File: src/hw/rtl/tick_timekeeping_unit_top_macros.svh
// ----------------------------------------------------------------------------
// Tick timekeeping unit: assertion macros
// Concurrent checks on clk, disabled while rst_n is low.
// ----------------------------------------------------------------------------
`ifndef TICK_TIMEKEEPING_UNIT_TOP_MACROS_SVH
`define TICK_TIMEKEEPING_UNIT_TOP_MACROS_SVH
`ifndef SYNTHESIS
// same-cycle implication
`define TTU_ASSERT_SAME(lbl, ante, cons) \
  lbl: assert property (@(posedge clk) disable iff (!rst_n) (ante) |-> (cons)) \
    else $error("ttu: same-cycle check failed");
// next-cycle implication
`define TTU_ASSERT_NEXT(lbl, ante, cons) \
  lbl: assert property (@(posedge clk) disable iff (!rst_n) (ante) |=> (cons)) \
    else $error("ttu: next-cycle check failed");
`else
`define TTU_ASSERT_SAME(lbl, ante, cons)
`define TTU_ASSERT_NEXT(lbl, ante, cons)
`endif
`endif

File: src/hw/rtl/ttu_pkg.sv
// ----------------------------------------------------------------------------
// ttu_pkg
// Shared constants, codes and controller/datapath types of the tick
// timekeeping unit.
// ----------------------------------------------------------------------------
`default_nettype none

package ttu_pkg;

  // free-running counter and field widths
  localparam int CNT_W       = 40;
  localparam int CFG_IDX_W   = 8;
  localparam int CFG_DATA_W  = 20;

  // register indexes on the configuration port
  localparam logic [CFG_IDX_W-1:0] CFG_USEC_PER_TICK   = CFG_IDX_W'(0);
  localparam logic [CFG_IDX_W-1:0] CFG_PIT_LATCH       = CFG_IDX_W'(1);
  localparam logic [CFG_IDX_W-1:0] CFG_TICK_LEN_US     = CFG_IDX_W'(2);
  localparam logic [CFG_IDX_W-1:0] CFG_COUNTER_PRESENT = CFG_IDX_W'(3);

  // register reset values
  localparam logic [19:0] RST_USEC_PER_TICK = 20'd1000;
  localparam logic [15:0] RST_PIT_LATCH     = 16'd1193;
  localparam logic [19:0] RST_TICK_LEN_US   = 20'd1000;

  // item modes
  localparam logic [1:0] MODE_TICK   = 2'd0;
  localparam logic [1:0] MODE_OFFSET = 2'd1;
  localparam logic [1:0] MODE_MONO   = 2'd2;

  // arithmetic constants
  localparam int TICKS_PER_US   = 100;
  localparam int ROLLOVER_SLACK = 900;

  // counts to microseconds: 2^37/100 rounded up, exact for any 32-bit count
  localparam logic [31:0] RECIP_US    = 32'h51EB_851F;
  localparam int          RECIP_SHIFT = 37;

  // shared divider geometry: two quotient bits per step
  localparam int DIV_DVD_W       = 36;
  localparam int DIV_DVS_W       = 20;
  localparam int DIV_CNT_W       = 5;
  localparam int DIV_STEPS_WORD  = 16;
  localparam int DIV_STEPS_DELAY = 18;

  typedef enum logic [1:0] {
    DIV_LOST,
    DIV_DELAY
  } div_sel_t;

  typedef enum logic [3:0] {
    ST_IDLE,
    ST_DISPATCH,
    ST_SCALE,
    ST_LOST_START,
    ST_LOST_WAIT,
    ST_DELAY_START,
    ST_DELAY_WAIT,
    ST_TICK_FIN,
    ST_OFFS_FIN,
    ST_MONO_SUM,
    ST_MONO_FIN,
    ST_PUSH
  } ctrl_state_t;

  typedef struct packed {
    logic     capture;
    logic     mul;
    logic     scale;
    logic     adj;
    logic     load_d;
    logic     cap_lost;
    logic     div_start;
    div_sel_t div_sel;
    logic     tick_fin;
    logic     offs_fin;
    logic     mono_sum;
    logic     mono_fin;
    logic     zero_fin;
    logic     push;
  } ttu_cmd_t;

  typedef struct packed {
    logic [1:0] mode;
    logic       counter_present;
    logic       div_done;
    logic       out_free;
  } ttu_sts_t;

endpackage

`default_nettype wire

File: src/hw/rtl/ttu_ctrl.sv
// ----------------------------------------------------------------------------
// ttu_ctrl
// Controller: accepts an item, sequences the divider passes and the
// finishing steps for each mode, then hands the result to the output stage.
// ----------------------------------------------------------------------------
`default_nettype none

module ttu_ctrl import ttu_pkg::*; (
  input  wire logic     clk,
  input  wire logic     rst_n,
  input  wire logic     in_valid,
  output logic          in_ready,
  input  wire ttu_sts_t sts,
  output ttu_cmd_t      cmd
);

  ctrl_state_t state_r, state_nxt;

  // state register
  always_ff @(posedge clk) begin
    if (!rst_n) begin
      state_r <= ST_IDLE;
    end else begin
      state_r <= state_nxt;
    end
  end

  // next state and commands
  always_comb begin
    state_nxt = state_r;
    cmd       = '0;
    in_ready  = 1'b0;
    case (state_r)
      ST_IDLE: begin
        in_ready = 1'b1;
        if (in_valid) begin
          cmd.capture = 1'b1;
          state_nxt   = ST_DISPATCH;
        end
      end
      ST_DISPATCH: begin
        case (sts.mode)
          MODE_TICK: begin
            cmd.mul   = 1'b1;
            cmd.scale = 1'b1;
            state_nxt = ST_SCALE;
          end
          MODE_OFFSET: begin
            cmd.scale = sts.counter_present;
            state_nxt = ST_OFFS_FIN;
          end
          MODE_MONO: begin
            state_nxt = ST_MONO_SUM;
          end
          default: begin
            // undefined mode: all-zero result, state untouched
            cmd.zero_fin = 1'b1;
            state_nxt    = ST_PUSH;
          end
        endcase
      end
      ST_SCALE: begin
        cmd.load_d = 1'b1;
        state_nxt  = ST_LOST_START;
      end
      ST_LOST_START: begin
        cmd.adj       = 1'b1;
        cmd.div_start = 1'b1;
        cmd.div_sel   = DIV_LOST;
        state_nxt     = ST_LOST_WAIT;
      end
      ST_LOST_WAIT: begin
        if (sts.div_done) begin
          cmd.cap_lost = 1'b1;
          state_nxt    = ST_DELAY_START;
        end
      end
      ST_DELAY_START: begin
        cmd.div_start = 1'b1;
        cmd.div_sel   = DIV_DELAY;
        state_nxt     = ST_DELAY_WAIT;
      end
      ST_DELAY_WAIT: begin
        if (sts.div_done) begin
          state_nxt = ST_TICK_FIN;
        end
      end
      ST_TICK_FIN: begin
        cmd.tick_fin = 1'b1;
        state_nxt    = ST_PUSH;
      end
      ST_OFFS_FIN: begin
        cmd.offs_fin = 1'b1;
        state_nxt    = ST_PUSH;
      end
      ST_MONO_SUM: begin
        cmd.mono_sum = 1'b1;
        state_nxt    = ST_MONO_FIN;
      end
      ST_MONO_FIN: begin
        cmd.mono_fin = 1'b1;
        state_nxt    = ST_PUSH;
      end
      ST_PUSH: begin
        if (sts.out_free) begin
          cmd.push  = 1'b1;
          state_nxt = ST_IDLE;
        end
      end
      default: begin
        state_nxt = ST_IDLE;
      end
    endcase
  end

endmodule

`default_nettype wire

File: config.mk
export PLATFORM = sky130hd
export DESIGN_NAME = ttu_ctrl
export DESIGN_NICKNAME = d
export VERILOG_FILES = /design/src/hw/rtl/tick_timekeeping_unit_top_macros.svh /design/src/hw/rtl/ttu_pkg.sv /design/src/hw/rtl/ttu_ctrl.sv
export SDC_FILE = /design/constraint.sdc
export NUM_CORES = 1
export LEC_CHECK = 0
export BUFFER_PORTS_ARGS = -buffer_cell sky130_fd_sc_hd__buf_2
export CORE_MARGIN = 5
export CORE_UTILIZATION = 34
export DETAILED_ROUTE_END_ITERATION = 6
export PLACE_DENSITY_LB_ADDON = 0.1
export SETUP_SLACK_MARGIN = 0.1
export SYNTH_ARGS = -nofsm -noshare
export SYNTH_HDL_FRONTEND = slang
export SYNTH_SLANG_ARGS = --single-unit
export TNS_END_PERCENT = 100
File: constraint.sdc
create_clock -name clk -period 1.2 [get_ports clk]
set_input_delay 0 -clock clk [delete_from_list [all_inputs] [get_ports clk]]
set_output_delay 0 -clock clk [all_outputs]
set_load 0.1 [all_outputs]
Word level (Yosys, flattened, before mapping):

Cells that the tools add are included.

* bits in registers: 4
* input bits: 8
* output and inout port bits: 16

* eq/ne operators: 17
* mux-type cells: 25
* reduce and logical (&&, ||, !) cells: 5

Operator list (count)
* $pmux W4 S10: 1
* $eq A4 B3 Y1 const B: 4
* $eq A4 B4 Y1 const B: 4
* $mux W1: 16
* $mux W4: 4
* $pmux W4 S3: 1
* $eq A4 B2 Y1 const B: 2
* $ne A2 B2 Y1 const B: 4
* $pmux W3 S2: 1
* $reduce_or A3 Y1: 2
* $eq A4 B1 Y1 const B: 1
* $logic_not A4 Y1: 1
* $reduce_and A4 Y1: 1
* $eq A2 B1 Y1 const B: 1
* $eq A2 B2 Y1 const B: 1
* $logic_not A2 Y1: 1
* $mux W2: 1
* $pmux W1 S2: 1

Logic depth before layout (Yosys ltp):

* depth in word-level cells: 4
* gate-level depth with buffers: 6

Worst setup path before layout:

OpenSTA, ideal clock, no wires.

* path kind: register to output
* start point: register state_r[1]
* end point: output port cmd[14] (netlist bit)
* arrival: 4510 ps
* data required time: 1200 ps
* slack: -3310 ps
* cell stages (with the launch flop): 4
* path buffers: 1
* path through: dfxtp_1 -> buf_2 -> nor4_1 -> and2_1

RTL lines
* start: declaration: RTL line ttu_ctrl.sv:17 `ctrl_state_t state_r, state_nxt;`
* start signal: assignment: RTL line ttu_ctrl.sv:24 `state_r <= state_nxt;`
* end: declaration: RTL line ttu_ctrl.sv:14 `output ttu_cmd_t cmd`

==> implementation parameters <==
Parameter                              Value

Critical path
  End of the worst register-to-register path ... state_r[0]
  Cells on worst reg2reg path ... 5
  Launch point of the worst reg-to-reg path ... state_r[0]
  Startpoint type of the worst setup path ... register
  Category of the worst setup path capture point ... output port
  Required time reported for the critical path endpoint ... 1.20 ns
  Category of the most critical setup path ... register to output port
  Minimum setup slack among reg-to-reg paths ... -0.15 ns
  Critical Path AT ... 1.41 ns
  Highest net fanout along the worst path ... 4

Placement
  Instance area at placement ... 1089 um2
  IO buf count ... 22
  Total half-perimeter wirelength after legalization and detailed placement ... 1.382 mm
  Weighted congestion at the end of routability-driven global placement ... 0.8181
  Inst Count DP ... 120

Clock network
  Buffer cell driving the clock tree root ... clkbuf_4
  Number of buffers on the longest clock path ... 2
  Clock-pin transition on the worst setup and hold timing paths ... 0.04 ns
  Clock sinks ... 4
  Number of buffers created by CTS ... 3
  CTS tree ... done
  CTS hold repair buffers ... 0
  Clock latency of the later-clocked register in the worst-skew pair ... 0.25 ns
  H-tree levels ... 1

Synthesis
  Cells after Synth ... 73
  Post-synthesis mux area share ... 0
  Synth Register Bits ... 4
  Post-synth EDFFs ... 0
  Dominant combinational cell family by area after synthesis ... simple AND/OR/NAND/NOR gates
  Post-Synth Simple-Gate Area ... 0.3753
  Yosys warning total ... 0
  Post-synthesis compound-gate area fraction ... 0.1829
  Total standard cell area after synthesis ... 526.8 um2
  Avg Cell Area, Syn ... 7.216 um2
  Area share of fa/ha/maj cells after synthesis ... 0.1188
  Register area share after synthesis ... 0.1520
  Main flop type after synthesis ... dfxtp_1
  XOR/XNOR Fraction of Synth Area ... 0.03325
  Number of distinct library cells after synthesis ... 29
  Total nets after synthesis ... 86
  Post-synth ARST share ... 0

Drt
  Number of nets with antenna violations after routing ... 0
  Post-detailed-route DRC marker count ... 0
  Total wire length after detailed routing ... 2.586 mm
  Via Count ... 741
  Starting DRC count in detailed routing ... 14
  Drt first pass iters ... 4
  Wirelength per Cell ... 19.44 um
  Per-cell via count in the routed design ... 5.571

Global route
  Global route overflow ... 0
  Maximum number of pins on one net before global-route repair ... 9
  Number of global-route vias before repair ... 736
  Overall global routing resource usage ... 0.1837
  First-pass GRT wire length ... 3.519 mm
  Initial antenna violation count ... 0

Timing
  Worst-case clock skew ... 0.005873 ns
  Number of pins exceeding their max-slew limit in the final report ... 0
  # setup viols final ... 17
  Final min period ... 1.406 ns
  Final-report hold violation count ... 0
  Unrepaired setup endpoints after global routing ... yes
  Least setup slack across all paths after layout ... -0.2062 ns
  Period utilisation layout ... 1.172
  Max Fclk ... 711.1 MHz
  Setup total negative slack ... -1.978 ns
  Min Hold Slack ... 0.02600 ns

Hold path
  Number of cells on the worst hold path ... 3
  Hold path startpoint ... rst_n
  Terminating pin of the worst hold path ... state_r[2]
  Worst Hold Class ... input pin to register

Floorplanning
  Area of the die ... 2436 um2
  Chip Width ... 49.36 um
  Initial cell density of the core ... 0.3538
  Die H ... 49.36 um
  Core region area ... 1489 um2
  IO Count ... 24
  Rows ... 14

Finish
  Fill cell total of the finished layout ... 56
  Largest register FFs ... 4
  Synth-to-layout area growth ... 157.0%
  Footprint of the multi-input gates ... 598.1 um2
  Antenna diodes ... 0
  Top register by number of flip-flops ... state_r
  Final std cells w/o fill ... 133
  Layout cell share with drive strength beyond 1 ... 0.7009
  Total Nets Final ... 132
  Sequential cell area ... 95.09 um2
  Largest registers in the final layout ... state_r (4)
  Final std cell area, no fill ... 1354 um2

Power and ir drop
  Max VDD drop ... 2064 uV
  Power density over cell area ... 2910 nW/um2
  Total Power ... 3940 uW
  Static leakage ... 0.0005729 uW

Outcome
  Violations in the final reports ... setup timing
  Outcome ... finished with violations

Flow run
  Count of maximum capacitance violations ... 0
## synth_stat cells, types with 3 or more instances
master | count | area, um2
nor2_1 | 5 | 18.77
nand2b_1 | 3 | 18.77
ha_1 | 5 | 62.56
and3_1 | 3 | 18.77
buf_2 | 4 | 20.02
inv_1 | 5 | 18.77
nand2_1 | 9 | 33.78
dfxtp_1 | 4 | 80.08
nor3_1 | 6 | 30.03
a21oi_1 | 4 | 20.02
## routing by layer
metal | part of all wire | vias to the layer above | track usage
met1 | 0.38 | 368 | 0.1934
met4 | 0.019 | 0 | 0.05830
li1 | - | 337 | -
met3 | 0.045 | 5 | 0.04893
met5 | 0 | - | 0
met2 | 0.55 | 31 | 0.3433
## how the worst max path moves through the flow
| stage | start | slack [ns] | to | cells after the start |
|---|---|---|---|---|
| after global placement | state_r[0] | -0.05 | state_r[0] | 5 |
| after detailed placement | state_r[0] | -0.1 | state_r[1] | 4 |
| after floorplan | state_r[1] | -0.91 | cmd[14] | 3 |
| after global routing | state_r[0] | -0.25 | cmd[14] | 4 |
| after CTS | state_r[0] | -0.15 | cmd[14] | 4 |
| final | state_r[0] | -0.21 | cmd[0] | 5 |
## logic make-up (layout without fill, tap and decap cells)
group	Yosys count	count (layout)
buffers and inverters	12	56
adders and majority gates	5	5
xor gates and xnor gates	2	2
DFF	4	4
other	1	1
AOI/OAI and AO/OA	13	13
and+or+nand+nor	36	36
## worst max-delay path, stage by stage, from the launching register on
cell and delay, ns:
dfxtp_4 0.37, buf_6 0.12, nand2b_4 0.09, buf_6 0.14, nor3_4 0.22, buf_12 0.21
## layout make-up
type	count	share of cell area
Multi-Input combinational cell	57	0.4418
Tap cell	16	0.01479
Inverter	5	0.01386
Sequential cell	4	0.07024
Timing Repair Buffer	48	0.4427
Clock buffer	3	0.01664
## power by group
part	switching, uW	total, uW	leakage (uW)	internal [uW]
Sequential	157	377	0.0000356	220
Combinational	1890	3390	0.000524	1500
Clock	63.9	176	0.0000138	112
Total	2110	3940	0.000573	1830
## layout by cell type (no fill, tap or decap), types with 2 or more instances in the layout
cell type | Yosys | final
o31ai_4 | 0 | 2
a21oi_1 | 4 | 4
buf_8 | 0 | 3
nor3_1 | 6 | 2
inv_1 | 5 | 5
nor3_4 | 0 | 4
and3_4 | 0 | 3
o21ai_0 | 2 | 2
nor2_4 | 0 | 4
nor2b_2 | 0 | 2
nand2b_4 | 0 | 3
clkbuf_4 | 0 | 3
buf_2 | 4 | 7
buf_12 | 0 | 16
dfxtp_4 | 0 | 4
nor4_4 | 0 | 3
ha_1 | 5 | 5
buf_6 | 2 | 9
nand2_1 | 9 | 7
buf_4 | 1 | 13
## stage by stage
stage	setup WS, ns	util
floorplan	-0.9116	-
global placement	-0.04782	0.7311
detailed placement	-0.09657	0.7311
CTS	-0.1460	0.8109
global route	-0.2489	0.9092
finish	-0.2062	0.9092
## what timing repair did
item / 4_1_cts / 5_1_grt
pin swaps: 9 / 15
gates cloned: 0 / 0
hold endpoints to repair: 0 / 0
gates resized for setup: 18 / 21
buffers inserted: 4 / 6
endpoints found under the setup margin: 18 / 18
Power figures use the tool's default switching activity.
